### src/datm_pkg.sv
// ----------------------------------------------------------------------------
// datm_pkg
// shared types, constants and helpers of the disk access time model
// ----------------------------------------------------------------------------
package datm_pkg;

	localparam int TRACK_COUNT = 1024;
	localparam int TRACK_W     = 10;
	localparam int TIME_W      = 48;
	localparam int QUEUE_DEPTH = 4;
	localparam int QPTR_W      = $clog2(QUEUE_DEPTH);

	localparam logic [TRACK_W-1:0] TRACK_LAST = TRACK_W'(TRACK_COUNT - 1);

	// register indexes
	localparam logic [2:0] REG_ACCEL_TIME  = 3'd0;
	localparam logic [2:0] REG_ACCEL_SPAN  = 3'd1;
	localparam logic [2:0] REG_CRUISE_TIME = 3'd2;
	localparam logic [2:0] REG_SPIN_STOP   = 3'd3;
	localparam logic [2:0] REG_SPIN_START  = 3'd4;
	localparam logic [2:0] REG_ROT_LAT     = 3'd5;
	localparam logic [2:0] REG_BLOCK_TIME  = 3'd6;

	// reset values
	localparam logic [23:0] RST_ACCEL_TIME  = 24'd117965;
	localparam logic [15:0] RST_ACCEL_SPAN  = 16'd6;
	localparam logic [23:0] RST_CRUISE_TIME = 24'd85197;
	localparam logic [39:0] RST_SPIN_STOP   = 40'd131072000;
	localparam logic [31:0] RST_SPIN_START  = 32'd19660800;
	localparam logic [31:0] RST_ROT_LAT     = 32'd9830400;
	localparam logic [23:0] RST_BLOCK_TIME  = 24'd439;

	typedef struct packed {
		logic [23:0] accel_time_per_track;
		logic [15:0] accel_track_span;
		logic [23:0] cruise_time_per_track;
		logic [39:0] spin_stop_time;
		logic [31:0] spin_start_time;
		logic [31:0] rotation_latency;
		logic [23:0] block_transfer_time;
	} cfg_t;

	// classified request, handed from front to back
	typedef struct packed {
		logic [TIME_W-1:0]  start_time;
		logic [15:0]        block_count;
		logic [TRACK_W-1:0] tracks_moved;
		logic [31:0]        seek_time;
		logic [31:0]        acc_plain;
		logic [31:0]        acc_spin;
		logic [TIME_W-1:0]  free_plain;
		logic [TIME_W-1:0]  free_spin;
		logic               lim_ok;
		logic [TIME_W-1:0]  lim;
	} req_t;

	function automatic logic [31:0] sat32(input logic [41:0] v);
		return (v[41:32] != 10'd0) ? 32'hFFFF_FFFF : v[31:0];
	endfunction

endpackage

### src/datm_queue.sv
// ----------------------------------------------------------------------------
// datm_queue
// short request queue between front and back
// ----------------------------------------------------------------------------
module datm_queue (
	input  logic           clk,
	input  logic           arst_n,
	input  logic           push,
	input  datm_pkg::req_t push_item,
	output logic           full,
	output logic           valid,
	output datm_pkg::req_t head_item,
	input  logic           pop
);
	import datm_pkg::*;

	req_t              mem [QUEUE_DEPTH];
	logic [QPTR_W-1:0] wr_ptr_q, rd_ptr_q;
	logic [QPTR_W:0]   count_q;

	assign full      = count_q == (QPTR_W+1)'(QUEUE_DEPTH);
	assign valid     = count_q != '0;
	assign head_item = mem[rd_ptr_q];

	always_ff @(posedge clk) begin
		if (push) begin
			mem[wr_ptr_q] <= push_item;
		end
	end

	always_ff @(posedge clk or negedge arst_n) begin
		if (!arst_n) begin
			wr_ptr_q <= '0;
			rd_ptr_q <= '0;
			count_q  <= '0;
		end else begin
			if (push) begin
				wr_ptr_q <= wr_ptr_q + 1'b1;
			end
			if (pop) begin
				rd_ptr_q <= rd_ptr_q + 1'b1;
			end
			if (push && !pop) begin
				count_q <= count_q + 1'b1;
			end else if (pop && !push) begin
				count_q <= count_q - 1'b1;
			end
		end
	end

endmodule

### config.mk
export PLATFORM = sky130hd
export DESIGN_NAME = datm_queue
export DESIGN_NICKNAME = d
export VERILOG_FILES = /design/src/datm_pkg.sv /design/src/datm_queue.sv
export SDC_FILE = /design/constraint.sdc
export NUM_CORES = 1
export LEC_CHECK = 0
export BUFFER_PORTS_ARGS = -buffer_cell sky130_fd_sc_hd__buf_2
export CORE_MARGIN = 3
export CORE_UTILIZATION = 51
export DETAILED_ROUTE_END_ITERATION = 10
export PLACE_DENSITY = 0.86
export SLEW_MARGIN = 20
export SYNTH_ARGS = -nofsm -noshare
export SYNTH_HDL_FRONTEND = slang
export SYNTH_SLANG_ARGS = --single-unit
### constraint.sdc
create_clock -name clk -period 8.9 [get_ports clk]
set_input_delay 0 -clock clk [delete_from_list [all_inputs] [get_ports clk]]
set_output_delay 0 -clock clk [all_outputs]
set_load 0.01 [all_outputs]
==> flow_metrics.tcl <==
set metrics [dict create \
    synth_fa_ha_area_share_pct 0.1803 \
    whs_endpoint "mem[1][227]$_DFFE_PP_" \
    routedWlPerCell_um 27.64 \
    cp_num_buf_inv 2 \
    crit_chain "ha_1 > and2_4 > buf_4 > buf_4" \
    post-dp-hpwl_um 58900 \
    place_congestion 0.7823 \
    cts.sinks 1267 \
    timing.rr.end "mem[3][232]$_DFFE_PP_" \
    path_delay_family "buffers and inverters" \
    hp-class "input port to flop" \
    min_period_over_period_pct 40.17 \
    p_sw_share_pct 30.32 \
    ys_types 20 \
    syn_area_mm2 0.04580 \
    initial_core_util_pct 51.59 \
    final_cells 3982 \
    synthMuxAreaShare_pct 15.51 \
    antenna_found_initial 11 \
    crit_path_start_kind "flop" \
    nets 3031 \
    ant_nets 0 \
    p_switching_mw 5.587 \
    dr_total_vias 22790 \
    routed_wl_um 110000 \
    hold_violations 0 \
    synth-seq-area-share_pct 82.99 \
    clk_latency_ns 0.69 \
    power.density_mw_per_mm2 322.3 \
    viasPerCell 5.724 \
    slowest_delay_ns 0.84 \
    cts_tree "done" \
    period_needed_ns 3.575 \
    setup_viol 0 \
    total_power_mw 18.43 \
    pwr-share-clk_pct 26.3 \
    synth_top_cell_area_share_pct 82.61 \
    synth_compound_area_share_pct 0.01093 \
    fin_skew_ns 0.01937 \
    portBuffers 635 \
    cts_max_path_buffers 3 \
    ys_seq_elements 1267 \
    syn_to_final_growth_pct 24.81 \
    syn-instance-count 1679 \
    end_kind "flop" \
    max_slew_margin_pct 17.41 \
    placed_cells 3428 \
    yosysTopAreaCell "edfxtp_1" \
    synthTopCellsByArea "edfxtp_1, mux4_2, dfrtp_1, buf_6, buf_2" \
    io_pins 636 \
    synthSimpleGateAreaFrac_pct 0.1093 \
    fin_hold_ws_ns 0.06888 \
    drive_gt1_share_pct 40.36 \
    regArea_mm2 0.03802 \
    worstRegToRegCells 4 \
    synth_top_family_by_area "multiplexers" \
    filler_cell_count 5349 \
    grt_pass1_vias 25060 \
    grt_use_total_pct 23.48 \
    drv_slew 0 \
    postCtsSetupRepairBufs 0 \
    p_int_mw 12.84 \
    cp_common_cell "buf_4" \
    cts.clk_slew.worst_paths_ns 0.06 \
    grt-ovfl-total 0 \
    placed_area_mm2 0.05021 \
    synth_fp_nets 2004 \
    ctsRootBufferMaster "clkbuf_16" \
    path_max_fanout 69 \
    rows 109 \
    multi_input_area_mm2 0.007306 \
    cts_resized 0 \
    drt_iter0_drc 2158 \
    worstReg2RegStart "wr_ptr_q[0]$_DFFE_PN0P_" \
    status "completed" \
    core-area_mm2 0.08878 \
    die-area_mm2 0.09344 \
    grt_max_degree 156 \
    max_cap_violations 0 \
    r2r_setup_slack_ns 5.32 \
    synth_xor_area_share_pct 0.1147 \
    ctsHtreeMaxLevel 3 \
    rsz0062_at_grt "false" \
    holdPathStages 2 \
    syn_avg_cell_area_um2 27.28 \
    crit_type "flop to flop" \
    worstPathArrival_ns 3.88 \
    cts_buffers 118 \
    timing.fmax_mhz 279.7 \
    worst_pin_slew_ns 1.239 \
    comb_power_share_pct 29.1 \
    fin_tns_setup_ns 0 \
    grt_pass1_wl_um 163600 \
    route.detailed.drc 0 \
    yosysWarningCount 0 \
    hold_start "push_item[227]" \
    first_pass_iters 5 \
    die_y_um 305.7 \
    p_seq_share_pct 44.6 \
    finalInstanceArea_mm2 0.05716 \
    die_w_um 305.7 \
    worstPathRequired_ns 9.20 \
    p_leak_nw 19.54 \
    slowest_stage "and2_4" \
    peakVddDrop_mv 0.3012 \
]
[synthesized netlist by cell type]
master	number
buf_6	15
fa_1	1
xor2_1	4
nor3b_1	1
buf_1	3
clkbuf_1	4
buf_2	30
inv_1	4
xnor2_1	2
dfrtp_1	7
o21ai_0	1
nand2_1	2
and2_1	4
or3_1	1
ha_1	5
mux2_2	1
nor2_1	1
mux4_2	315
buf_4	18
edfxtp_1	1260
[metal layers]
metal	GRT usage [%]	up-vias	wire, µm
li1	-	9411	-
met1	27.90	11870	37240
met2	41.59	1263	59540
met3	5.161	247	8619
met4	10.00	2	4627
met5	0	-	13
[placed cells by master (no fill, tap or decap)]
master,n
edfxtp_1,1260
buf_2,635
dlygate4sd3_1,321
mux4_2,315
clkbuf_16,119
clkinv_1,33
clkbuf_1,32
clkinv_2,15
diode_2,12
buf_4,12
buf_12,8
bufinv_16,7
ha_1,5
inv_6,5
dfrtp_1,5
inv_1,4
and2_4,4
xor2_1,4
clkinvlp_4,3
xnor2_1,2
nand2_1,2
inv_16,2
dfrtp_4,2
or3_1,1
nor3b_1,1
mux2_2,1
o21ai_0,1
nor2_1,1
fa_1,1
clkinv_16,1
clkinv_4,1
clkinv_8,1
buf_16,1
[per-stage QoR]
step           util, %  setup WS, ns
4_1_cts          64.30         5.189
6_report         64.39         5.325
2_1_floorplan        -        0.4446
3_3_place_gp     56.55         5.465
3_5_place_dp     56.55         5.381
5_1_grt          64.38         5.152
[sequential cells by signal (all words and copies together) (netlist names)]
name,count
count_q,3
mem,1260
rd_ptr_q,2
wr_ptr_q,2
[logic make-up after synthesis]
| group | Yosys count |
|---|---|
| AO/OA/AOI/OAI | 1 |
| multiplexers | 316 |
| AND/OR/NAND/NOR | 9 |
| adder cells (fa/ha/maj) | 6 |
| buffers and inverters | 74 |
| flip-flops | 1267 |
| XOR/XNOR | 6 |
[timing repair]
item | CTS | global route
hold endpoints to repair | 1274 | 0
setup endpoints to repair | 0 | 0
hold buffers | 321 | 0
[power by group through the flow]
stage                     clock network (mW)  registers [mW]  logic (mW)
after floorplan                            0            8.46        3.38
after global placement                     0            8.21        5.04
after detailed placement                   0            8.32        5.13
after CTS                               4.86            8.23        5.32
after global routing                    5.14            8.29        5.65
final                                   4.85            8.22        5.36
[cell type report]
type	count	area share (%)
clock inverters	68	0.9981
multi-input cells	338	12.78
inverters	4	0.02627
flip-flops and latches	1267	66.51
well taps	1165	2.550
clock buffers	151	5.419
diodes	12	0.05253
repair buffers	977	11.67
[worst max-delay path by stage]
stage	from	endpoint	slack, ns	cells after the start
floorplan	wr_ptr_q[0]$_DFFE_PN0P_	mem[2][0]$_DFFE_PP_	0.44	3
global placement	wr_ptr_q[0]$_DFFE_PN0P_	mem[0][173]$_DFFE_PP_	5.46	5
global route	rd_ptr_q[0]$_DFFE_PN0P_	head_item[126]	5.15	4
detailed placement	wr_ptr_q[0]$_DFFE_PN0P_	mem[0][173]$_DFFE_PP_	5.38	5
finish	wr_ptr_q[0]$_DFFE_PN0P_	mem[3][232]$_DFFE_PP_	5.32	4
CTS	rd_ptr_q[0]$_DFFE_PN0P_	head_item[107]	5.19	3
(Power assumes the default switching activity.)
