--- config.mk ---
export PLATFORM = sky130hd
export DESIGN_NAME = datm_front
export DESIGN_NICKNAME = d
export VERILOG_FILES = /design/src/datm_pkg.sv /design/src/datm_front.sv
export SDC_FILE = /design/constraint.sdc
export NUM_CORES = 2
export LEC_CHECK = 0
export BUFFER_PORTS_ARGS = -buffer_cell sky130_fd_sc_hd__buf_2
export CAP_MARGIN = 20
export CELL_PAD_IN_SITES_DETAIL_PLACEMENT = 1
export CELL_PAD_IN_SITES_GLOBAL_PLACEMENT = 1
export CORE_UTILIZATION = 25
export DETAILED_ROUTE_END_ITERATION = 8
export PLACE_DENSITY_LB_ADDON = 0.1
export SYNTH_ARGS = -nofsm -noshare
export SYNTH_HDL_FRONTEND = slang
export SYNTH_SLANG_ARGS = --single-unit
--- constraint.sdc ---
create_clock -name clk -period 12.5 [get_ports clk]
set_input_delay 2.5 -clock clk [delete_from_list [all_inputs] [get_ports clk]]
set_output_delay 2.5 -clock clk [all_outputs]
set_load 0.05 [all_outputs]
--- src/datm_pkg.sv ---
// ----------------------------------------------------------------------------
// datm_pkg
// shared types, constants and helpers of the disk access time model
// ----------------------------------------------------------------------------
package datm_pkg;

	localparam int TRACK_COUNT = 1024;
	localparam int TRACK_W     = 10;
	localparam int TIME_W      = 48;
	localparam int QUEUE_DEPTH = 4;
	localparam int QPTR_W      = $clog2(QUEUE_DEPTH);

	localparam logic [TRACK_W-1:0] TRACK_LAST = TRACK_W'(TRACK_COUNT - 1);

	// register indexes
	localparam logic [2:0] REG_ACCEL_TIME  = 3'd0;
	localparam logic [2:0] REG_ACCEL_SPAN  = 3'd1;
	localparam logic [2:0] REG_CRUISE_TIME = 3'd2;
	localparam logic [2:0] REG_SPIN_STOP   = 3'd3;
	localparam logic [2:0] REG_SPIN_START  = 3'd4;
	localparam logic [2:0] REG_ROT_LAT     = 3'd5;
	localparam logic [2:0] REG_BLOCK_TIME  = 3'd6;

	// reset values
	localparam logic [23:0] RST_ACCEL_TIME  = 24'd117965;
	localparam logic [15:0] RST_ACCEL_SPAN  = 16'd6;
	localparam logic [23:0] RST_CRUISE_TIME = 24'd85197;
	localparam logic [39:0] RST_SPIN_STOP   = 40'd131072000;
	localparam logic [31:0] RST_SPIN_START  = 32'd19660800;
	localparam logic [31:0] RST_ROT_LAT     = 32'd9830400;
	localparam logic [23:0] RST_BLOCK_TIME  = 24'd439;

	typedef struct packed {
		logic [23:0] accel_time_per_track;
		logic [15:0] accel_track_span;
		logic [23:0] cruise_time_per_track;
		logic [39:0] spin_stop_time;
		logic [31:0] spin_start_time;
		logic [31:0] rotation_latency;
		logic [23:0] block_transfer_time;
	} cfg_t;

	// classified request, handed from front to back
	typedef struct packed {
		logic [TIME_W-1:0]  start_time;
		logic [15:0]        block_count;
		logic [TRACK_W-1:0] tracks_moved;
		logic [31:0]        seek_time;
		logic [31:0]        acc_plain;
		logic [31:0]        acc_spin;
		logic [TIME_W-1:0]  free_plain;
		logic [TIME_W-1:0]  free_spin;
		logic               lim_ok;
		logic [TIME_W-1:0]  lim;
	} req_t;

	function automatic logic [31:0] sat32(input logic [41:0] v);
		return (v[41:32] != 10'd0) ? 32'hFFFF_FFFF : v[31:0];
	endfunction

endpackage

--- src/datm_front.sv ---
// ----------------------------------------------------------------------------
// datm_front
// accepts requests, finds track distance, seek time and both access candidates
// ----------------------------------------------------------------------------
module datm_front (
	input  logic                         clk,
	input  logic                         arst_n,
	input  datm_pkg::cfg_t               cfg,
	input  logic                         in_valid,
	output logic                         in_stall,
	input  logic [datm_pkg::TIME_W-1:0]  start_time,
	input  logic [datm_pkg::TRACK_W-1:0] target_track,
	input  logic [15:0]                  block_count,
	output logic                         push,
	output datm_pkg::req_t               push_item,
	input  logic                         full
);
	import datm_pkg::*;

	typedef struct packed {
		logic [TIME_W-1:0]  start_time;
		logic [15:0]        block_count;
		logic [TRACK_W-1:0] moved;
		logic               lim_ok;
		logic [TIME_W-1:0]  lim;
	} carry_t;

	logic [TRACK_W-1:0] head_q;
	logic [TRACK_W-1:0] target_sat;
	logic [TRACK_W-1:0] dist_in;

	logic               v_s1, v_s2, v_s3, v_s4, v_s5;
	logic               en_s1, en_s2, en_s3, en_s4, en_s5;
	carry_t             c_s1, c_s2, c_s3, c_s4, c_s5;
	logic               far_s1, far_s2;
	logic [TRACK_W-1:0] extra_s1;
	logic [33:0]        p_near_s2, p_far_s2;
	logic [39:0]        p_span_s2, p_xfer_s2;
	logic [31:0]        seek_s3, seek_s4, seek_s5;
	logic [40:0]        xfer_s3;
	logic [31:0]        acc_a_s4, acc_b_s4, acc_a_s5, acc_b_s5;
	logic [TIME_W-1:0]  free_a_s5, free_b_s5;

	assign target_sat = (target_track > TRACK_LAST) ? TRACK_LAST : target_track;
	assign dist_in    = (head_q > target_sat) ? head_q - target_sat : target_sat - head_q;

	assign en_s5    = !v_s5 || !full;
	assign en_s4    = !v_s4 || en_s5;
	assign en_s3    = !v_s3 || en_s4;
	assign en_s2    = !v_s2 || en_s3;
	assign en_s1    = !v_s1 || en_s2;
	assign in_stall = !en_s1;
	assign push     = v_s5 && !full;

	always_ff @(posedge clk or negedge arst_n) begin
		if (!arst_n) begin
			head_q <= '0;
			v_s1   <= 1'b0;
			v_s2   <= 1'b0;
			v_s3   <= 1'b0;
			v_s4   <= 1'b0;
			v_s5   <= 1'b0;
		end else begin
			if (in_valid && en_s1) begin
				head_q <= target_sat;
			end
			if (en_s1) begin
				v_s1 <= in_valid;
			end
			if (en_s2) begin
				v_s2 <= v_s1;
			end
			if (en_s3) begin
				v_s3 <= v_s2;
			end
			if (en_s4) begin
				v_s4 <= v_s3;
			end
			if (en_s5) begin
				v_s5 <= v_s4;
			end
		end
	end

	always_ff @(posedge clk) begin
		if (en_s1) begin
			c_s1.start_time  <= start_time;
			c_s1.block_count <= block_count;
			c_s1.moved       <= dist_in;
			c_s1.lim_ok      <= start_time > {8'd0, cfg.spin_stop_time};
			c_s1.lim         <= start_time - {8'd0, cfg.spin_stop_time};
			far_s1           <= {6'd0, dist_in} > cfg.accel_track_span;
			extra_s1         <= dist_in - cfg.accel_track_span[TRACK_W-1:0];
		end
		if (en_s2) begin
			c_s2      <= c_s1;
			far_s2    <= far_s1;
			p_near_s2 <= c_s1.moved * cfg.accel_time_per_track;
			p_span_s2 <= cfg.accel_track_span * cfg.accel_time_per_track;
			p_far_s2  <= extra_s1 * cfg.cruise_time_per_track;
			p_xfer_s2 <= c_s1.block_count * cfg.block_transfer_time;
		end
		if (en_s3) begin
			c_s3    <= c_s2;
			seek_s3 <= far_s2 ? sat32(42'(p_span_s2) + 42'(p_far_s2)) : sat32(42'(p_near_s2));
			xfer_s3 <= 41'(cfg.rotation_latency) + 41'(p_xfer_s2);
		end
		if (en_s4) begin
			c_s4     <= c_s3;
			seek_s4  <= seek_s3;
			acc_a_s4 <= sat32(42'(seek_s3) + 42'(xfer_s3));
			acc_b_s4 <= sat32(42'((cfg.spin_start_time > seek_s3) ? cfg.spin_start_time
				: seek_s3) + 42'(xfer_s3));
		end
		if (en_s5) begin
			c_s5      <= c_s4;
			seek_s5   <= seek_s4;
			acc_a_s5  <= acc_a_s4;
			acc_b_s5  <= acc_b_s4;
			free_a_s5 <= c_s4.start_time + {16'd0, acc_a_s4};
			free_b_s5 <= c_s4.start_time + {16'd0, acc_b_s4};
		end
	end

	always_comb begin
		push_item.start_time   = c_s5.start_time;
		push_item.block_count  = c_s5.block_count;
		push_item.tracks_moved = c_s5.moved;
		push_item.seek_time    = seek_s5;
		push_item.acc_plain    = acc_a_s5;
		push_item.acc_spin     = acc_b_s5;
		push_item.free_plain   = free_a_s5;
		push_item.free_spin    = free_b_s5;
		push_item.lim_ok       = c_s5.lim_ok;
		push_item.lim          = c_s5.lim;
	end

endmodule

==> summary.md <==
| Metric | Value |
|---|---|
| Result of the run | `finished, final reports clean` |
| Fmax | `114 MHz` |
| Remaining design rule violation count | `0` |
| Number of standard-cell rows in the floorplan | `220` |
| Critical path arrival | `9.29 ns` |
| Min-delay worst type | `flop to flop` |
| Element type at the critical path start | `input pin` |
| # nets final | `10600` |
| Routed wl met2 | `between 150 and 200 mm` |
| Port Buf Inserts | `586` |
| Post-synth top flop | `edfxtp_1` |
| Number of DRC violations after detailed-routing iteration 0 | `roughly 3100` |
| MaxCap Viol Count | `0` |
| Core region area | `between 300000 and 400000 um2` |
| Cell depth of the worst min-delay path | `0` |
| Fraction of post-synthesis cell area in the top cell type by area | `37.8%` |
| Number of cells after detailed placement | `approximately 13000` |
| Final setup vio count | `0` |
| Netlist Area Pre-Place | `90300 um2` |
| Largest area contributor in the netlist | `edfxtp_1` |
| Worst reg-to-reg path cell count | `25` |
| Tightest Pin Transition | `1.03 ns` |
| Count of final max-slew check failures | `0` |
| Top layer reached by signal wires | `met5` |
| Setup total negative slack | `0 ns` |
| Fraction of registers with async set/reset | `under 10%` |
| Synth warnings | `0` |
| Clock tree from TritonCTS | `done` |
| DIE HEIGHT | `603 um` |
| Ratio of cells with drive above 1 in the final layout | `11.1%` |
| Biggest fanout along the worst timing path | `32` |
| Layout Area Growth over Synthesis | `15.1%` |
| Htree depth | `4` |
| Number of flops mapped to enable cells by yosys | `1136` |
| Clock-pin slew on the worst setup and hold paths | `0.06 ns` |
| Setup clock skew after layout | `0.0745 ns` |
| Slowest Stage Delay on Critical Path | `slightly below 0.9 ns` |
| Post-Syn Nets | `10000` |
| Overall via count from detail_route | `a little over 60000` |
| Clock Tree Root | `clkbuf_16` |
| Total track usage | `17.6%` |
| Top cells by area, synth | `edfxtp_1, fa_1, ha_1, inv_1, nand2_1` |
| Routed vias/inst | `4.50` |
| Initial antenna violation count | `35` |
| Effective utilization at floorplan | `between 20 and 30%` |
| Post-Layout Cell Count | `13600` |
| Pin count of the biggest net entering global routing | `126` |
| Most common cell in the netlist | `inv_1` |
| Count of cell types in the netlist | `87` |
| Required time of the critical path | `13.03 ns` |
| Number of hold-slack violations in the final timing report | `0` |
| M1 wire length | `147 mm` |
| Routed length on met3 | `about 12 mm` |
| Placed wire-length estimate | `253 mm` |
| Number of clock sinks seen by CTS | `1151` |
| Count of hold-fix buffers inserted at cts | `0` |
| Horizontal extent of the die | `approximately 600 um` |
| Minimum clock period | `between 8 and 9 ns` |
| Cell count after synthesis | `~8000` |
| Post-detailed-routing wire length | `about 320 mm` |
| Crit end category | `flop` |
| Number of gates given a new drive strength after cts | `0` |
| Mean instance size in the synthesized netlist | `11.1 um2` |
| Number of global-route vias before repair | `68100` |
| DRT Pass-1 Iters | `5` |
| Final ANT Viol Nets | `0` |
| Deepest clock path buffer count | `4` |
| FF+latch count, synth | `1151` |
| Final worst path period share | `70.0%` |
| Global-route wire length before repair | `between 400 and 500 mm` |
| Synth top cells by count | `inv_1, edfxtp_1, nand2_1` |
| Most prevalent standard cell on the critical path | `a21o_1` |
| Sequential cell area fraction in the yosys report | `38.2%` |
| Worst slew margin | `29.3%` |
| WS Path Type | `input pin to flop` |
| Setup repair after global routing missed its margin | `false` |
| Placer Congestion | `0.834` |
| Final core area utilization | `28.9%` |
| Per-cell routed wire length | `23.7 um` |
| Critical path's slowest cell | `a2111oi_0` |
| Source-to-sink clock delay at the later pin of the worst-skew pair | `0.84 ns` |
| I/O pin count | `587` |
| Buffers inserted during post-CTS setup optimization | `0` |
| Die footprint | `between 300000 and 400000 um2` |
| Total CTS buffers | `between 150 and 200` |
| Overflow after GRT | `0` |
-- per-layer routing --
| metal | track usage, % | vias up |
|---|---|---|
| met3 | 2.26 | 340 |
| met5 | 0 | - |
| met1 | 23.4 | 31600 |
| met4 | 4.87 | 2 |
| met2 | 30.0 | 1044 |
| li1 | - | 28100 |
-- metrics by stage --
stage / hold WS (ns) / instance area (um2) / setup WS [ns]
after floorplan: 0.400 / 90300 / 1.03
after detailed placement: 0.405 / 98800 / 2.91
after global placement: 0.400 / 98800 / 3.00
after CTS: 0.356 / 104000 / 3.78
final: 0.362 / 104000 / 3.75
after global routing: 0.373 / 104000 / 3.33
-- state kept, by name, indices dropped and copies added, names as in the netlist, 34 cells and up --
| signal | cells |
|---|---|
| c_s4 | 123 |
| p_near_s2 | 34 |
| p_span_s2 | 40 |
| xfer_s3 | 41 |
| p_far_s2 | 34 |
| c_s1 | 123 |
| p_xfer_s2 | 40 |
| c_s2 | 123 |
| push_item | 123 |
| free_b_s5 | 48 |
| free_a_s5 | 48 |
| c_s3 | 123 |
-- kinds of logic after synthesis --
kind of cell    after synthesis  share of synthesized area, %
compound gates             1154                          8.39
fa+ha+maj                  1628                          30.6
xor+xnor                    400                          3.88
mux                          51                         0.615
simple gates               2279                          12.2
buf+inv                    1476                          6.17
flops                      1151                          38.2
-- layout by cell type (no fill, tap or decap), types with 31 or more instances in the layout --
cell and count:
inv_1 1201, edfxtp_1 1136, nand2_1 997, fa_1 970
ha_1 658, buf_2 586, and2_1 544, a21oi_1 355
nor2_1 267, xnor2_1 260, o21ai_0 200, a21o_1 180
clkbuf_16 158, xor2_1 140, nand3_1 84, buf_4 72
nand4_1 70, nor3_1 69, nand2b_1 67, o21a_1 62
nor2b_1 58, o21bai_1 54, mux2_2 36, a211oi_1 35
o22a_1 34, and3_1 31
-- worst max-delay path: cells and delay by family --
family                     cells  cell delay, ns
muxes                          2            0.70
and+or+nand+nor                3            0.69
AOI/OAI and AO/OA             15            4.38
adders and majority gates      3            0.72
buffers and inverters          2            0.21
-- final timing paths --
kind	startpoint	to	slack, ns
min in group asynchronous	arst_n	head_q[8]$_DFFE_PN0P_	1.60
worst max-delay path	cfg[73]	acc_b_s4[3]$_SDFFCE_PP1P_	3.75
max in group asynchronous	arst_n	head_q[7]$_DFFE_PN0P_	10.61
worst max register to register	seek_s3[17]$_DFFE_PP_	acc_b_s4[3]$_SDFFCE_PP1P_	4.75
worst min-delay path	c_s2[53]$_DFFE_PP_	c_s3[53]$_DFFE_PP_	0.36
worst min register to register	c_s2[53]$_DFFE_PP_	c_s3[53]$_DFFE_PP_	0.36
-- layout make-up --
| type | count | area, um2 |
|---|---|---|
| clock buffer | 181 | 4040 |
| tap | 4773 | 5970 |
| fill | 40100 | 255000 |
| clock inverter | 96 | 1080 |
| multi-input combinational | 5512 | 50300 |
| timing repair buffer | 661 | 3540 |
| antenna | 18 | 45.0 |
| inverter | 1202 | 4520 |
| sequential | 1151 | 34500 |
Power is left out: the tool's default activity adds up to more than one toggle a clock period on the data nets, which glitch-free logic cannot reach.
