**src/datm_pkg.sv**
```systemverilog
// ----------------------------------------------------------------------------
// datm_pkg
// shared types, constants and helpers of the disk access time model
// ----------------------------------------------------------------------------
package datm_pkg;

	localparam int TRACK_COUNT = 1024;
	localparam int TRACK_W     = 10;
	localparam int TIME_W      = 48;
	localparam int QUEUE_DEPTH = 4;
	localparam int QPTR_W      = $clog2(QUEUE_DEPTH);

	localparam logic [TRACK_W-1:0] TRACK_LAST = TRACK_W'(TRACK_COUNT - 1);

	// register indexes
	localparam logic [2:0] REG_ACCEL_TIME  = 3'd0;
	localparam logic [2:0] REG_ACCEL_SPAN  = 3'd1;
	localparam logic [2:0] REG_CRUISE_TIME = 3'd2;
	localparam logic [2:0] REG_SPIN_STOP   = 3'd3;
	localparam logic [2:0] REG_SPIN_START  = 3'd4;
	localparam logic [2:0] REG_ROT_LAT     = 3'd5;
	localparam logic [2:0] REG_BLOCK_TIME  = 3'd6;

	// reset values
	localparam logic [23:0] RST_ACCEL_TIME  = 24'd117965;
	localparam logic [15:0] RST_ACCEL_SPAN  = 16'd6;
	localparam logic [23:0] RST_CRUISE_TIME = 24'd85197;
	localparam logic [39:0] RST_SPIN_STOP   = 40'd131072000;
	localparam logic [31:0] RST_SPIN_START  = 32'd19660800;
	localparam logic [31:0] RST_ROT_LAT     = 32'd9830400;
	localparam logic [23:0] RST_BLOCK_TIME  = 24'd439;

	typedef struct packed {
		logic [23:0] accel_time_per_track;
		logic [15:0] accel_track_span;
		logic [23:0] cruise_time_per_track;
		logic [39:0] spin_stop_time;
		logic [31:0] spin_start_time;
		logic [31:0] rotation_latency;
		logic [23:0] block_transfer_time;
	} cfg_t;

	// classified request, handed from front to back
	typedef struct packed {
		logic [TIME_W-1:0]  start_time;
		logic [15:0]        block_count;
		logic [TRACK_W-1:0] tracks_moved;
		logic [31:0]        seek_time;
		logic [31:0]        acc_plain;
		logic [31:0]        acc_spin;
		logic [TIME_W-1:0]  free_plain;
		logic [TIME_W-1:0]  free_spin;
		logic               lim_ok;
		logic [TIME_W-1:0]  lim;
	} req_t;

	function automatic logic [31:0] sat32(input logic [41:0] v);
		return (v[41:32] != 10'd0) ? 32'hFFFF_FFFF : v[31:0];
	endfunction

endpackage

```
**src/datm_back.sv**
```systemverilog
// ----------------------------------------------------------------------------
// datm_back
// spin-up decision, drive-free time, running totals and result register
// ----------------------------------------------------------------------------
module datm_back (
	input  logic                                clk,
	input  logic                                arst_n,
	input  logic                                q_valid,
	input  datm_pkg::req_t                      q_item,
	output logic                                pop,
	output logic                                out_valid,
	input  logic                                out_stall,
	output logic [datm_pkg::TIME_W-1:0]         free_time,
	output logic [31:0]                         access_time,
	output logic [31:0]                         seek_time,
	output logic [datm_pkg::TRACK_W-1:0]        tracks_moved,
	output logic                                spin_started,
	output logic [31:0]                         request_total,
	output logic [63:0]                         elapsed_total,
	output logic [63:0]                         seek_total,
	output logic [31:0]                         track_total,
	output logic [47:0]                         block_total,
	output logic [31:0]                         spinup_total,
	output logic signed [63:0]                  idle_total
);
	import datm_pkg::*;

	logic               never_q;
	logic [TIME_W-1:0]  drive_free_q;
	logic               spin;

	logic               v_b1;
	logic               en_b1;
	logic               load;
	logic               spin_b1;
	logic [31:0]        acc_b1, seek_b1;
	logic [TIME_W-1:0]  free_b1;
	logic [TRACK_W-1:0] dist_b1;
	logic [15:0]        blocks_b1;
	logic [TIME_W:0]    idle_b1;

	assign spin   = never_q || (q_item.lim_ok && (q_item.lim > drive_free_q));
	assign load   = v_b1 && (!out_valid || !out_stall);
	assign en_b1  = !v_b1 || load;
	assign pop    = q_valid && en_b1;

	always_ff @(posedge clk or negedge arst_n) begin
		if (!arst_n) begin
			never_q       <= 1'b1;
			drive_free_q  <= '0;
			v_b1          <= 1'b0;
			out_valid     <= 1'b0;
			request_total <= '0;
			elapsed_total <= '0;
			seek_total    <= '0;
			track_total   <= '0;
			block_total   <= '0;
			spinup_total  <= '0;
			idle_total    <= '0;
		end else begin
			if (en_b1) begin
				v_b1 <= q_valid;
			end
			if (pop) begin
				never_q      <= 1'b0;
				drive_free_q <= spin ? q_item.free_spin : q_item.free_plain;
			end
			if (load) begin
				out_valid     <= 1'b1;
				request_total <= request_total + 32'd1;
				elapsed_total <= elapsed_total + {32'd0, acc_b1};
				seek_total    <= seek_total + {32'd0, seek_b1};
				track_total   <= track_total + {22'd0, dist_b1};
				block_total   <= block_total + {32'd0, blocks_b1};
				spinup_total  <= spinup_total + {31'd0, spin_b1};
				idle_total    <= idle_total + {{15{idle_b1[TIME_W]}}, idle_b1};
			end else if (!out_stall) begin
				out_valid <= 1'b0;
			end
		end
	end

	always_ff @(posedge clk) begin
		if (pop) begin
			spin_b1   <= spin;
			acc_b1    <= spin ? q_item.acc_spin : q_item.acc_plain;
			free_b1   <= spin ? q_item.free_spin : q_item.free_plain;
			seek_b1   <= q_item.seek_time;
			dist_b1   <= q_item.tracks_moved;
			blocks_b1 <= q_item.block_count;
			idle_b1   <= {1'b0, q_item.start_time}
				- {1'b0, (never_q ? {TIME_W{1'b0}} : drive_free_q)};
		end
		if (load) begin
			free_time    <= free_b1;
			access_time  <= acc_b1;
			seek_time    <= seek_b1;
			tracks_moved <= dist_b1;
			spin_started <= spin_b1;
		end
	end

endmodule

```
**config.mk**
```make
export PLATFORM = sky130hd
export DESIGN_NAME = datm_back
export DESIGN_NICKNAME = d
export VERILOG_FILES = /design/src/datm_pkg.sv /design/src/datm_back.sv
export SDC_FILE = /design/constraint.sdc
export NUM_CORES = 1
export LEC_CHECK = 0
export CAP_MARGIN = 20
export CORE_MARGIN = 1.5
export CORE_UTILIZATION = 40
export CTS_BUF_LIST = sky130_fd_sc_hd__clkbuf_16
export CTS_CLUSTER_SIZE = 16
export DETAILED_ROUTE_END_ITERATION = 6
export DONT_BUFFER_PORTS = 1
export SLEW_MARGIN = 10
export SYNTH_ARGS = -nofsm -noshare
export SYNTH_HDL_FRONTEND = slang
export SYNTH_SLANG_ARGS = --single-unit
```
**constraint.sdc**
```tcl
create_clock -name clk -period 17.81 [get_ports clk]
set_clock_uncertainty 0.05 [all_clocks]
set_input_delay 0.8905 -clock clk [delete_from_list [all_inputs] [get_ports clk]]
set_output_delay 0.8905 -clock clk [all_outputs]
set_load 0.01 [all_outputs]
```
==> flow_summary.yaml, run 1 <==
status:
  outcome: "complete, no violations"
global_routing:
  grt_max_degree: 387
  grt_pass1_vias: 25281
  grt_antenna_before_repair: 17
  grt_pass1_wl_mm: 161
  grt-ovfl-total: 0
  track_usage_pct: 22.0
timing:
  maxSlewViolCount: 0
  rsz0062_at_grt: "no"
  finalSetupViolCount: 0
  worst_pin_slew_ns: 0.962
  fin_setup_tns_ns: 0
  timing.fmax_ghz: 0.205
  final_hold_viol_count: 0
  period_minus_slack_ns: 4.88
  period_share_pct: 27.4
  slew_headroom_pct: 35.9
synthesis:
  synth_warnings: 0
  avgSynthCellArea_um2: 10.9
  ys_seq_elements: 698
  synth_area_leader_cell: "dfrtp_1"
  synth_nets: 4042
  yosysTopAreaCellShare_pct: 25.7
  synth-edff-count: 311
  synthFlopType: "dfrtp_1"
  ys_seq_area_share_pct: 50.5
  netlist-cell-type-count: 81
  syn_area_mm2: 0.0377
  synth-async-reset-ratio_pct: 55.4
  netlist_instances: 3465
  ys_top_cells_by_area: "dfrtp_1, edfxtp_1, ha_1, xnor2_1, nand2_1"
floorplanning:
  fp.coreArea_mm2: 0.0933
  start_util_pct: 40.3
  fp-row-count: 112
  dieHeight_um: 310
  die-width_um: 310
  die_area_mm2: 0.0960
  ios: 780
clock_tree:
  cts_setup_buffers: 0
  numCtsBuffers: 79
  clk_latency_ns: 0.65
  cts_tree: "done"
  cts_htree_levels: 3
  cts_sinks: 698
  cts-root-buf: "clkbuf_16"
  clk_pin_slew_ns: 0.06
  cts_buffer_depth: 3
route:
  antenna_left: 0
  drc: 0
  first_pass_iters: 6
  dr_total_vias: 26219
  post_drt_wl_per_cell_um: 23.0
  drt-met1-wl_mm: 43.3
  vias_per_cell: 5.50
  drt-total-wl_mm: 110
  met2_length_mm: 52.8
  drt-initial-drc-count: 1706
  wl_met3_mm: 10.6
  topRoutingLayerUsed: "met5"
place:
  gp_congestion: 0.897
  dpl.hpwl_mm: 82.5
  port_buffers: 0
  placedCellCount: 4613
final_layout:
  num-fill-cells: 8825
  mostFrequentLayoutCell: "dfrtp_1"
  multi_input_area_mm2: 0.0177
  regArea_mm2: 0.0190
  final_cell_mix: "dfrtp_1, nand2_1, edfxtp_1"
  instances_no_fill: 4771
  syn_to_final_growth_pct: 10.5
  layout.nets: 4020
  drive_gt1_share_pct: 7.41
setup_path:
  critPathTopFamily: "buffers and inverters"
  r2r_start: "drive_free_q[21]"
  r2r_cells: 13
  cp_max_fo: 56
  path_buf_inv: 3
  r2r_end: "drive_free_q[44]"
  worst_ep_arrival_time_ns: 3.94
  crit_required_ns: 16.87
  r2r_slack_ns: 13.29
  end_kind: "output port"
  cp_cell_sequence: "nand3_1, and2_4, buf_4, buf_4, buf_4"
  critical_path_class: "flop to output port"
  start_kind: "flop"
  crit_top_cell: "buf_4"
  slowest_delay_ns: 0.74
  slowest_stage: "buf_4"
min_path:
  hold_path.class: "primary input to asynchronous set/reset pin"
pwr:
  power_mw: 6.89
  ir_drop_uv: 66.3
  p_leak_nw: 17.8
  powerDensity_mw_per_mm2: 166
run:
  cap_violations: 0
## cell families (layout without fill, tap and decap cells)
group	after synthesis	in the layout	share of synthesized area, %
AOI/OAI and AO/OA	804	804	13.4
xor gates and xnor gates	349	349	8.12
adders and majority gates	258	258	8.69
buffers and inverters	236	281	2.41
DFF	698	698	50.5
muxes	132	132	3.94
other	0	7	0
and+or+nand+nor	988	988	12.9
## per-layer routing
layer	GRT usage [%]	vias to the layer above
met5	0	-
met4	6.57	24
met3	8.60	151
met2	37.1	780
met1	25.9	12712
li1	-	12552
## where the power goes
group | switching (mW) | total, mW | leakage [nW] | internal [mW]
combinational | 1.52 | 2.62 | 8.52 | 1.09
clock | 0.708 | 1.66 | 1.33 | 0.953
sequential | 0.564 | 2.61 | 7.95 | 2.05
## worst reg2reg max path: stages (launching register included)
cell and delay, ns:
dfrtp_1 0.41, inv_1 0.07, ha_1 0.29, a21o_1 0.16, a21o_1 0.16, a21oi_1 0.13, o21ai_1 0.17, nand2_1 0.13
o211ai_1 0.13, a221o_1 0.45, o21ai_4 0.73, buf_4 0.75, mux2_1 0.51, mux2_2 0.26
## per-stage QoR
stage                     hold slack (ns)  area (um^2)  util, %  setup WS (ns)
after detailed placement            0.355        38900     41.7          12.79
after global routing               0.0105        41600     44.6          12.68
after global placement              0.351        38900     41.7          12.84
after CTS                         0.00232        41500     44.5          12.85
after floorplan                     0.350        37700        -          10.15
final                              0.0564        41600     44.6          12.93
## synth_stat cells (6+ instances only)
cell type  count
nor4_1         8
and3_1        73
a211oi_1      21
dfrtp_1      386
ha_1         252
nand2_1      343
o211ai_1      18
buf_2         18
mux2_1        44
or3_1          7
o21bai_1      32
nor3_1        36
edfxtp_1     311
fa_1           6
o21ai_1       34
inv_1        115
a21boi_0       9
and4_1        13
o21a_1        24
xnor2_1      239
nand4_1      101
o21ai_0      199
o31ai_1       19
or2_2          7
a31oi_1       19
a21o_1       148
a221oi_1      10
xor2_1       110
nand2b_1      75
a21oi_1      208
nand3_1      123
clkbuf_1      93
and2_1        12
nor2_1       146
mux2_2        87
nor2b_1       24
a221o_1        6
buf_1         10
## registers in the layout (all words and copies together), names as in the netlist, 10 cells and up
name / count
free_time: 48
drive_free_q: 48
block_total: 48
tracks_moved: 10
access_time: 32
elapsed_total: 64
seek_time: 32
idle_total: 64
track_total: 32
free_b1: 48
idle_b1: 49
blocks_b1: 16
request_total: 32
seek_b1: 32
seek_total: 64
spinup_total: 32
dist_b1: 10
acc_b1: 32
## final cells by class
| class | instances | share of cell area, % |
|---|---|---|
| flip-flops and latches | 698 | 45.7 |
| repair buffers | 18 | 0.469 |
| multi-input cells | 2531 | 42.6 |
| diodes | 7 | 0.0421 |
| clock inverters | 67 | 1.44 |
| clock buffers | 81 | 4.87 |
| inverters | 115 | 1.06 |
| well taps | 1254 | 3.77 |
## worst max path at each step
stage	startpoint	endpoint	slack, ns	cells after the start
6_report	out_valid	pop	12.93	5
5_1_grt	out_valid	pop	12.68	5
4_1_cts	out_valid	pop	12.85	5
3_5_place_dp	q_item[21]	drive_free_q[43]	12.79	12
3_3_place_gp	q_item[17]	drive_free_q[43]	12.84	12
2_1_floorplan	out_stall	drive_free_q[39]	10.15	5
## timing repair
action	CTS	global route
gates resized for setup	0	0
hold buffers	1	0
endpoints found under the hold margin	386	0
Power figures use the tool's default switching activity.
==> inputs of run 2 (changes only) <==
clock period = 4.8 ns   (was 17.81 ns; I/O delays follow)
==> run 2 against run 1 <==
  * The flow now finishes with violations (hold timing)
  * Critical path type is now flop to flop
  * Cell count is 5.6% higher
  * Core utilization is 2.7 points higher
  * Combinational power grew to 3.8 times the previous value
==> flow_summary.yaml, run 2 (synthesized netlist as in run 1, its figures left out) <==
floorplanning:
  dieHeight_um: 310
  die_area_mm2: 0.0960
  fp.coreArea_mm2: 0.0933
  start_util_pct: 40.3
  fp-row-count: 112
  ios: 780
  die-width_um: 310
pwr:
  ir_drop_uv: 390
  power_mw: 25.8
  p_leak_nw: 18.9
  powerDensity_mw_per_mm2: 583
clock_tree:
  numCtsBuffers: 82
  clk_latency_ns: 0.66
  cts_sinks: 698
  cts_hold_buffers: 254
  clk_pin_slew_ns: 0.06
  cts.repair.resized: 0
  cts_tree: "done"
  cts_htree_levels: 3
  cts_setup_buffers: 0
  cts_buffer_depth: 3
  cts-root-buf: "clkbuf_16"
place:
  dpl.hpwl_mm: 81.1
  dp_slack_ns: 0.930
  placedCellCount: 4610
  port_buffers: 0
  gp_congestion: 0.902
timing:
  final_hold_viol_count: 387
  period_minus_slack_ns: 4.20
  worst_pin_slew_ns: 1.05
  timing.final.ws_setup_ns: 0.602
  period_share_pct: 87.5
  maxSlewViolCount: 0
  finalSetupViolCount: 0
  timing.fmax_ghz: 0.238
  fin_setup_tns_ns: 0
  holdWs_ns: -0.762
  slew_headroom_pct: 30.1
  rsz0062_at_grt: "no"
route:
  dr_total_vias: 27223
  post_drt_wl_per_cell_um: 22.0
  first_pass_iters: 5
  vias_per_cell: 5.41
  drt-initial-drc-count: 1732
  drt-total-wl_mm: 111
  antenna_left: 0
  drc: 0
setup_path:
  slowest_delay_ns: 0.75
  critical_path_class: "flop to flop"
  end_kind: "flop"
  cp_cell_sequence: "inv_1, ha_1, nand4_1, nor4_1, and3_1, nand4_1, a21o_1, o21ai_4, buf_12, mux2_1, dlygate4sd3_1, mux2_2"
  start_kind: "flop"
  worst_ep_arrival_time_ns: 4.67
  crit_required_ns: 5.27
  crit_top_cell: "nand4_1"
  slowest_stage: "nor4_1"
  cp_max_fo: 66
status:
  violations: "hold timing"
  outcome: "finished, violations left"
global_routing:
  use_met2_pct: 36.4
  grt_pass1_vias: 26620
  busiest_layer: "met2"
  track_usage_pct: 22.4
  grt_pass1_wl_mm: 165
  grt-ovfl-total: 0
  grt_max_degree: 388
  use_met1_pct: 26.4
  met3_usage_pct: 8.14
  grt_antenna_before_repair: 19
final_layout:
  drive_gt1_share_pct: 6.65
  instances_no_fill: 5036
  mostFrequentLayoutCell: "dfrtp_1"
  multi_input_area_mm2: 0.0177
  layout.nets: 4272
  num-fill-cells: 8513
  syn_to_final_growth_pct: 17.3
  regArea_mm2: 0.0190
  final_cell_mix: "dfrtp_1, nand2_1, edfxtp_1"
  top_regs: "elapsed_total (64), idle_total (64), seek_total (64)"
run:
  cap_violations: 0
min_path:
  hold_path.class: "primary input to asynchronous set/reset pin"
-- run 2: per-stage QoR --
| stage | util, % | hold slack, ns | area (um^2) |
|---|---|---|---|
| floorplan | - | -0.106 | 37700 |
| CTS | 47.2 | -0.821 | 44100 |
| global placement | 41.7 | -0.0889 | 38900 |
| global route | 47.3 | -0.807 | 44200 |
| finish | 47.3 | -0.762 | 44200 |
| detailed placement | 41.7 | -0.0958 | 38900 |
-- run 2: critical path, delay by kind of cell, from the launching register on --
family	cells	cell delay (ns)
multiplexers	2	0.65
flip-flops	1	0.40
AO/OA/AOI/OAI	2	0.30
buffers and inverters	3	0.95
AND/OR/NAND/NOR	4	1.32
adder cells (fa/ha/maj)	1	0.30
-- run 2: where the power goes --
group          switching, mW  leakage [nW]  internal [mW]
Combinational           5.62          9.56           4.31
Sequential              2.12          7.95           7.60
Clock                   2.62          1.34           3.49
Total                   10.4          18.9           15.4
-- run 2: cell type report --
| type | instances | area share [%] |
|---|---|---|
| timing repair buffer | 267 | 6.16 |
| sequential | 698 | 43.1 |
| multi-input combinational | 2531 | 40.2 |
| clock buffer | 83 | 4.70 |
| clock inverter | 68 | 1.24 |
| tap | 1254 | 3.55 |
| inverter | 115 | 0.994 |
| antenna | 20 | 0.113 |
-- run 2: final timing paths --
kind | startpoint | to | slack (ns) | cells after the start
worst max-delay path | drive_free_q[47] | drive_free_q[46] | 0.60 | 12
worst min-delay path | arst_n | seek_total[0] | -0.76 | 0
worst max register to register | drive_free_q[47] | drive_free_q[46] | 0.60 | 12
worst min register to register | free_b1[33] | free_time[33] | 0.37 | 0
max in group asynchronous | arst_n | elapsed_total[24] | 4.58 | 0
min in group clk | q_item[289] | idle_b1[22] | 0.06 | 2
-- run 2: per-layer routing --
layer | wire length [um] | share of wire, %
met5 | 46 | 0.041
met4 | 4720 | 4.3
met3 | 10200 | 9.2
met2 | 52000 | 47
met1 | 43900 | 40
